File: src/hw/rtl/ucs_pkg.sv
// Shared types, constants and decode functions for the UTF-8 codepoint splitter.
// Used by ucs_ctrl, ucs_datapath and utf8_codepoint_splitter; no dependencies.
package ucs_pkg;

    localparam int BUF_DEPTH  = 4;
    localparam int OUT_DATA_W = 56;

    localparam logic [20:0] MAX_CODE_POINT = 21'h10FFFF;
    localparam logic [7:0]  LEAD2_MARK     = 8'hC0;
    localparam logic [7:0]  LEAD3_MARK     = 8'hE0;
    localparam logic [7:0]  LEAD4_MARK     = 8'hF0;
    localparam logic [4:0]  LEAD4_PREFIX   = 5'h1E;
    localparam logic [7:0]  CONT_MASK      = 8'h3F;
    localparam logic [7:0]  CONT_MARK      = 8'h80;

    typedef logic [BUF_DEPTH-1:0][7:0] buf_t;

    typedef struct packed {
        logic load;     // take the input transaction into the buffer
        logic step;     // emit one segment and shift the buffer
    } ucs_cmd_t;

    typedef struct packed {
        logic       hold_seq;   // buffer head is an unfinished good sequence
        logic       is_last;    // segment at the head is the last of this run
        logic       out_free;   // output register can take a segment
        logic       eot;        // the run in progress ended the text
        logic [2:0] count;      // bytes in the buffer
    } ucs_stat_t;

    typedef struct packed {
        logic       hold_seq;
        logic       raw;
        logic [2:0] used;
        logic [2:0] len;
    } dec_t;

    function automatic logic [2:0] seq_len(logic [7:0] c0);
        logic [2:0] l;
        if (c0[7] == 1'b0)
            l = 3'd1;
        else if (c0[7:5] == LEAD2_MARK[7:5])
            l = 3'd2;
        else if (c0[7:4] == LEAD3_MARK[7:4])
            l = 3'd3;
        else if (c0[7:3] == LEAD4_PREFIX)
            l = 3'd4;
        else
            l = 3'd0;
        return l;
    endfunction

    // Classify the sequence at the head of a buffer holding n bytes.
    function automatic dec_t decide(buf_t b, logic [2:0] n, logic eot);
        dec_t       d;
        logic [2:0] sl;
        logic [2:0] avail;
        logic       bad;
        sl    = seq_len(b[0]);
        avail = (n < sl) ? n : sl;
        bad   = 1'b0;
        for (int i = 1; i < BUF_DEPTH; i++)
        begin
            if ((3'(i) < avail) && ((b[i] & ~CONT_MASK) != CONT_MARK))
                bad = 1'b1;
        end
        d.len      = sl;
        d.raw      = (sl == 3'd0) || bad || ((n < sl) && eot);
        d.hold_seq = (n != 3'd0) && (sl != 3'd0) && !bad && (n < sl) && !eot;
        d.used     = d.raw ? 3'd1 : sl;
        return d;
    endfunction

endpackage

File: src/hw/rtl/ucs_ctrl.sv
// Controller state machine for the UTF-8 codepoint splitter.
// Depends on ucs_pkg; drives ucs_datapath through command/status structs.
module ucs_ctrl
(
    input  logic              clk,
    input  logic              rst_n,
    input  logic              s_tvalid,
    output logic              s_tready,
    input  ucs_pkg::ucs_stat_t stat,
    output ucs_pkg::ucs_cmd_t  cmd
);

    localparam logic ST_IDLE = 1'b0;
    localparam logic ST_EVAL = 1'b1;

    logic state_reg;
    logic state_next;

    always_comb
    begin
        state_next = state_reg;
        cmd.load   = 1'b0;
        cmd.step   = 1'b0;
        s_tready   = 1'b0;
        case (state_reg)
            ST_IDLE:
            begin
                s_tready = 1'b1;
                if (s_tvalid)
                begin
                    cmd.load   = 1'b1;
                    state_next = ST_EVAL;
                end
            end
            ST_EVAL:
            begin
                // unfinished sequence: keep the bytes and wait for more input
                if (stat.hold_seq)
                    state_next = ST_IDLE;
                else if (stat.out_free)
                begin
                    cmd.step = 1'b1;
                    if (stat.is_last)
                        state_next = ST_IDLE;
                end
            end
            default:
            begin
                state_next = ST_IDLE;
            end
        endcase
    end

    always_ff @(posedge clk or negedge rst_n)
    begin
        if (!rst_n)
            state_reg <= ST_IDLE;
        else
            state_reg <= state_next;
    end

endmodule

File: src/hw/rtl/ucs_datapath.sv
// Datapath for the UTF-8 codepoint splitter: byte buffer, decode, re-encode
// and output register. Depends on ucs_pkg; commanded by ucs_ctrl.
module ucs_datapath
(
    input  logic                                  clk,
    input  logic                                  rst_n,
    input  ucs_pkg::ucs_cmd_t                     cmd,
    input  logic [7:0]                            in_byte,
    input  logic                                  in_eot,
    input  logic                                  m_tready,
    output logic                                  m_tvalid,
    output logic [ucs_pkg::OUT_DATA_W-1:0]        m_tdata,
    output logic                                  m_tuser,
    output logic                                  m_tlast,
    output ucs_pkg::ucs_stat_t                    stat
);

    ucs_pkg::buf_t buf_reg;
    ucs_pkg::buf_t buf_next;
    logic [2:0]    count_reg;
    logic [2:0]    count_next;
    logic          eot_reg;

    logic          out_valid_reg;
    logic [2:0]    out_len_reg;
    logic [31:0]   out_bytes_reg;
    logic [20:0]   out_cp_reg;
    logic          out_raw_reg;
    logic          out_last_reg;

    ucs_pkg::dec_t dec;
    ucs_pkg::dec_t dec_after;
    ucs_pkg::buf_t buf_shift;
    logic [2:0]    count_after;
    logic [20:0]   cp;
    logic [2:0]    seg_len;
    logic [31:0]   seg_bytes;
    logic [20:0]   seg_cp;
    logic [7:0]    c0;

    assign c0          = buf_reg[0];
    assign dec         = ucs_pkg::decide(buf_reg, count_reg, eot_reg);
    assign buf_shift   = ucs_pkg::buf_t'(buf_reg >> (6'(dec.used) << 3));
    assign count_after = count_reg - dec.used;
    // look one segment ahead to tell whether this one closes the run
    assign dec_after   = ucs_pkg::decide(buf_shift, count_after, eot_reg);

    always_comb
    begin
        case (dec.len)
            3'd2:    cp = {10'd0, c0[4:0], buf_reg[1][5:0]};
            3'd3:    cp = {5'd0, c0[3:0], buf_reg[1][5:0], buf_reg[2][5:0]};
            3'd4:    cp = {c0[2:0], buf_reg[1][5:0], buf_reg[2][5:0], buf_reg[3][5:0]};
            default: cp = {13'd0, c0};
        endcase
    end

    // re-encode in shortest form; out of range gives an empty segment
    always_comb
    begin
        seg_cp = cp;
        if (dec.raw)
        begin
            seg_len   = 3'd1;
            seg_bytes = {24'd0, c0};
            seg_cp    = {13'd0, c0};
        end
        else if (cp <= 21'h7F)
        begin
            seg_len   = 3'd1;
            seg_bytes = {24'd0, cp[7:0]};
        end
        else if (cp <= 21'h7FF)
        begin
            seg_len   = 3'd2;
            seg_bytes = {16'd0, ucs_pkg::CONT_MARK | {2'b00, cp[5:0]},
                         ucs_pkg::LEAD2_MARK | {3'b000, cp[10:6]}};
        end
        else if (cp <= 21'hFFFF)
        begin
            seg_len   = 3'd3;
            seg_bytes = {8'd0, ucs_pkg::CONT_MARK | {2'b00, cp[5:0]},
                         ucs_pkg::CONT_MARK | {2'b00, cp[11:6]},
                         ucs_pkg::LEAD3_MARK | {4'b0000, cp[15:12]}};
        end
        else if (cp <= ucs_pkg::MAX_CODE_POINT)
        begin
            seg_len   = 3'd4;
            seg_bytes = {ucs_pkg::CONT_MARK | {2'b00, cp[5:0]},
                         ucs_pkg::CONT_MARK | {2'b00, cp[11:6]},
                         ucs_pkg::CONT_MARK | {2'b00, cp[17:12]},
                         ucs_pkg::LEAD4_MARK | {5'b00000, cp[20:18]}};
        end
        else
        begin
            seg_len   = 3'd0;
            seg_bytes = 32'd0;
        end
    end

    always_comb
    begin
        buf_next   = buf_reg;
        count_next = count_reg;
        if (cmd.load)
        begin
            buf_next[count_reg[1:0]] = in_byte;
            count_next               = count_reg + 3'd1;
        end
        else if (cmd.step)
        begin
            buf_next   = buf_shift;
            count_next = count_after;
        end
    end

    always_ff @(posedge clk or negedge rst_n)
    begin
        if (!rst_n)
        begin
            buf_reg       <= '0;
            count_reg     <= 3'd0;
            eot_reg       <= 1'b0;
            out_valid_reg <= 1'b0;
        end
        else
        begin
            buf_reg   <= buf_next;
            count_reg <= count_next;
            if (cmd.load)
                eot_reg <= in_eot;
            if (cmd.step)
                out_valid_reg <= 1'b1;
            else if (m_tready)
                out_valid_reg <= 1'b0;
        end
    end

    always_ff @(posedge clk)
    begin
        if (cmd.step)
        begin
            out_len_reg   <= seg_len;
            out_bytes_reg <= seg_bytes;
            out_cp_reg    <= seg_cp;
            out_raw_reg   <= dec.raw;
            out_last_reg  <= (count_after == 3'd0) || dec_after.hold_seq;
        end
    end

    assign m_tvalid = out_valid_reg;
    assign m_tdata  = {out_cp_reg, out_bytes_reg, out_len_reg};
    assign m_tuser  = out_raw_reg;
    assign m_tlast  = out_last_reg;

    assign stat.hold_seq = dec.hold_seq;
    assign stat.is_last  = (count_after == 3'd0) || dec_after.hold_seq;
    assign stat.out_free = !out_valid_reg || m_tready;
    assign stat.eot      = eot_reg;
    assign stat.count    = count_reg;

endmodule

File: src/hw/rtl/utf8_codepoint_splitter.sv
// Top level of the UTF-8 codepoint splitter: controller plus datapath.
// Depends on ucs_pkg, ucs_ctrl and ucs_datapath.
//
//  channel  dir  handshake          payload
//  s_*      in   s_tvalid/s_tready  s_tdata = in_byte, s_tlast = end_of_text
//  m_*      out  m_tvalid/m_tready  m_tdata = seg_len, seg_bytes, code_point;
//                                   m_tuser = raw_segment, m_tlast = last_of_run
//
// An input byte is loaded in the idle state, then evaluated; the single evaluate
// unit emits one segment per cycle while the output register is free, and a
// byte can cause 0 to 4 segments. No new byte is taken until evaluation
// returns to idle. A byte that leaves a sequence unfinished emits nothing.
// Reset clears the byte buffer and the output valid flag.
// A stalled output register holds the segment and pauses evaluation.
module utf8_codepoint_splitter
(
    input  logic        clk,
    input  logic        rst_n,
    input  logic        s_tvalid,
    output logic        s_tready,
    input  logic [7:0]  s_tdata,    // [7:0] in_byte
    input  logic        s_tlast,
    output logic        m_tvalid,
    input  logic        m_tready,
    output logic [55:0] m_tdata,    // [2:0] seg_len, [34:3] seg_bytes, [55:35] code_point
    output logic        m_tuser,    // [0] raw_segment
    output logic        m_tlast
);

    ucs_pkg::ucs_cmd_t  cmd;
    ucs_pkg::ucs_stat_t stat;

    ucs_ctrl u_ctrl
    (
        .clk      (clk),
        .rst_n    (rst_n),
        .s_tvalid (s_tvalid),
        .s_tready (s_tready),
        .stat     (stat),
        .cmd      (cmd)
    );

    ucs_datapath u_datapath
    (
        .clk      (clk),
        .rst_n    (rst_n),
        .cmd      (cmd),
        .in_byte  (s_tdata),
        .in_eot   (s_tlast),
        .m_tready (m_tready),
        .m_tvalid (m_tvalid),
        .m_tdata  (m_tdata),
        .m_tuser  (m_tuser),
        .m_tlast  (m_tlast),
        .stat     (stat)
    );

    // an idle buffer holds at most an unfinished three-byte prefix
    assert property (@(posedge clk) disable iff (!rst_n)
        s_tready |-> stat.count <= 3'd3)
        else $error("buffer overfull while idle");

    // after the end of text the buffer is drained
    assert property (@(posedge clk) disable iff (!rst_n)
        s_tready && stat.eot |-> stat.count == 3'd0)
        else $error("bytes left pending after end of text");

    // the last segment of a run returns the controller to idle
    assert property (@(posedge clk) disable iff (!rst_n)
        cmd.step && stat.is_last |=> s_tready)
        else $error("controller not idle after last segment");

endmodule
File: config.mk
export PLATFORM = sky130hd
export DESIGN_NAME = utf8_codepoint_splitter
export DESIGN_NICKNAME = d
export VERILOG_FILES = /design/src/hw/rtl/ucs_pkg.sv /design/src/hw/rtl/ucs_ctrl.sv /design/src/hw/rtl/ucs_datapath.sv /design/src/hw/rtl/utf8_codepoint_splitter.sv
export SDC_FILE = /design/constraint.sdc
export NUM_CORES = 1
export LEC_CHECK = 0
export BUFFER_PORTS_ARGS = -buffer_cell sky130_fd_sc_hd__buf_2
export CAP_MARGIN = 20
export CORE_MARGIN = 1
export CORE_UTILIZATION = 58
export DETAILED_ROUTE_END_ITERATION = 10
export PLACE_DENSITY = 0.89
export SYNTH_ARGS = -nofsm -noshare
export SYNTH_HDL_FRONTEND = slang
export SYNTH_SLANG_ARGS = --single-unit
File: constraint.sdc
create_clock -name clk -period 7.1 [get_ports clk]
set_input_delay 1.42 -clock clk [delete_from_list [all_inputs] [get_ports clk]]
set_output_delay 1.42 -clock clk [all_outputs]
set_load 0.05 [all_outputs]
==> results.md <==
* Area leader, netlist: edfxtp_1
* GRT overflow at 0
* CTS tree: built
* Place WS at about 1200 ps
* DR vias at 4809
* Post-layout min period at 6160 ps
* Final period utilization at 0.867
* Share of layout cells above drive strength 1 at 0.188
* CP required at 7340 ps
* FP Rows at 34
* Wire per inst at 21.0 µm
* Number of buffers created by CTS at 9
* CTS clk-pin slew, worst paths at 90 ps
* Filler cells at 694
* # nets final at 622
* Predominant post-synthesis flop cell: edfxtp_1
* Crit-path slowest cell: dfrtp_1
* EDFF count, synth at 54
* Worst R2R Path Depth at 20
* HP Class: flip-flop to flip-flop
* Most frequent cells in the layout: buf_2 (69), nor2_1 (60), o21ai_0 (56)
* Failing checks: DRC
* WP buf/inv at 5
* Post-synth ARST share at 0.413
* First-pass detailed-route iteration total at 11
* Largest family of logic cells by synthesized area: compound AO/OA/AOI/OAI gates
* CP most frequent cell: ha_1
* Vias in the first global route at approximately 4700
* Setup WS post-layout at 945 ps
* Simple-Gate Fraction of Synth Area at 0.156
* Cts hold-fix bufs at 0
* Post-Syn Instances at 547
* Slew margin rel. at 0.184
* Crit-path cells: and3_1, clkinv_1, ha_1, o211ai_1, o211ai_1, nand2_1, a21oi_4, inv_2, nor2_1, inv_2, ha_1, fa_1, xnor3_1, inv_1, ha_1, inv_1, a2111oi_0, o31ai_1, a2111oi_2, or3b_1
* Seq cells post-synth at 92
* Mapped Avg Cell Area at 9.74 µm²
* Final Hold Fails at 0
* Slew Limit Fails at 0
* Status: finished, violations left
* Routability Congestion at 1.04
* Core Area at 0.00881 mm²
* N_diodes at 0
* Die height at 97.8 µm
* CTS max path bufs at 2
* Setup crit end kind: flip-flop
* H-Tree Level Count at 3
* Leading cell type in the layout, fill and taps excluded: buf_2
* Register area share after synthesis at 0.483
* Area contributors post-synth: edfxtp_1 (30%), dfrtp_1 (18%), o21ai_0 (5.3%)
* Post-synth top area share at 0.304
* Clock Skew at 19.4 ps
* Yosys Warn Count at 0
* First-pass GRT wire length at 23.9 mm
* Crit start category: flip-flop
* Max reg flops at 29
* Clk Latency, worst-skew pair at 370 ps
* Worst Hold Depth at 2
* Setup TNS at 0 ps
* Routed Antenna Nets at 0
* TritonCTS sink count at 92
* Initial Util at 0.605
* Post-synthesis compound-gate area fraction at 0.250
* Final setup fails at 0
* Mapped cell area at 0.00533 mm²
* Crit path kind: flip-flop to flip-flop
* Max Cap Viol at 0
* Synth Area in Adders at 0.0296
* RSZ-0062 raised after global routing: false
* Crit-path max FO at 17
* Detail-routed via count per cell at 6.77
* CP delay by family, top: compound AO/OA/AOI/OAI gates
* Post-CTS Resized at 0
* Xor/xnor cell area share of the yosys netlist at 0.00916
* DRC at 13
* Port Buffer Count at 69
* Drt first-iter violations at about 520
* Die Footprint at 0.00957 mm²
* CP max stage delay at around 670 ps
* I/O pin count at 73
* Mux contribution to synthesized area at 0.0195
* Fmax at 162 MHz
* Initial antenna violation count at 0
* Largest net degree at the start of global routing at 45
* Worst slew pin tran at 1220 ps
* Instance count on the critical path at 20
* Area Overhead vs Synth at 10.3%
* Total Routed Length at around 15 mm
* Post-CTS Setup Inserts at 0
* Gr usage total at 0.320
* Post-DP HPWL at 10.6 mm
* Chip width at 97.8 µm
* Arr. time, crit path at 6400 ps
* Netlist cell types at around 80
* Clock Tree Root: clkbuf_8
## worst register-to-register path, stage by stage (launching register included)
cell and delay, ps:
dfrtp_1 670, and3_1 430, clkinv_1 340, ha_1 390
o211ai_1 130, o211ai_1 410, nand2_1 210, a21oi_4 310
inv_2 70, nor2_1 210, inv_2 150, ha_1 230
fa_1 420, xnor3_1 320, inv_1 70, ha_1 310
inv_1 40, a2111oi_0 580, o31ai_1 200, a2111oi_2 390
or3b_1 170
## synth_stat cells, drive strengths merged, types with 2 or more instances
cell type,instances
nor2,62
o21ai,58
edfxtp,54
nand2,51
dfrtp,38
a21oi,30
inv,25
buf,20
a22oi,19
clkbuf,17
and2,12
ha,11
o22ai,11
a221oi,8
a31oi,8
mux2i,8
nor3,7
o211ai,7
o31ai,7
nand3,6
or3,6
a2bb2oi,4
nand2b,4
nor4,4
a211oi,3
a222oi,3
a22o,3
clkinv,3
o2111ai,3
o21a,3
o221a,3
o221ai,3
or3b,3
xnor2,3
a2111oi,2
a211o,2
a221o,2
a311oi,2
and3,2
and3b,2
and4,2
o211a,2
o22a,2
or4,2
## path summary, 6_finish.rpt
path	from	endpoint	slack (ps)
worst max-delay path	u_datapath.c0[7]	u_datapath.m_tlast	940
worst min-delay path	u_datapath.m_tvalid	u_ctrl.state_reg	570
worst max register to register	u_datapath.c0[7]	u_datapath.m_tlast	940
worst min register to register	u_datapath.m_tvalid	u_ctrl.state_reg	570
max in group asynchronous	rst_n	u_datapath.c0[1]	5400
min in group asynchronous	rst_n	u_datapath.c0[5]	1150
## kinds of logic (layout without fill, tap and decap cells)
| group | count (synthesis) | in the layout |
|---|---|---|
| xor+xnor | 4 | 4 |
| simple gates | 171 | 171 |
| compound gates | 193 | 193 |
| fa+ha+maj | 12 | 12 |
| other cells | 1 | 3 |
| flops | 92 | 92 |
| mux | 9 | 9 |
| buf+inv | 65 | 118 |
## through the flow
| step | util | std cells | hold slack (ps) | area (µm²) |
|---|---|---|---|---|
| 4_1_cts | 0.667 | 710 | 570 | 5870 |
| 5_1_grt | 0.667 | 710 | 611 | 5870 |
| 3_5_place_dp | 0.645 | 694 | 539 | 5680 |
| 3_3_place_gp | 0.645 | 694 | 542 | 5680 |
| 6_report | 0.667 | 710 | 566 | 5870 |
| 2_1_floorplan | - | 549 | 518 | 5330 |
## layout make-up
cell class / count / area [µm²] / share of cell area
sequential: 92 / 2570 / 0.438
multi-input combinational: 392 / 2480 / 0.423
timing repair buffer: 74 / 383 / 0.0652
tap: 108 / 135 / 0.0230
clock buffer: 10 / 128 / 0.0217
inverter: 28 / 105 / 0.0179
clock inverter: 6 / 68.8 / 0.0117
## metal layers
layer	routed length, µm	part of all wire	track usage
met1	5920	0.40	0.440
met2	6620	0.44	0.498
met3	1820	0.12	0.0616
met4	522	0.035	0.139
met5	0	0	0
Power is left out: the tool's default activity adds up to more than one toggle a clock period on the data nets, which glitch-free logic cannot reach.
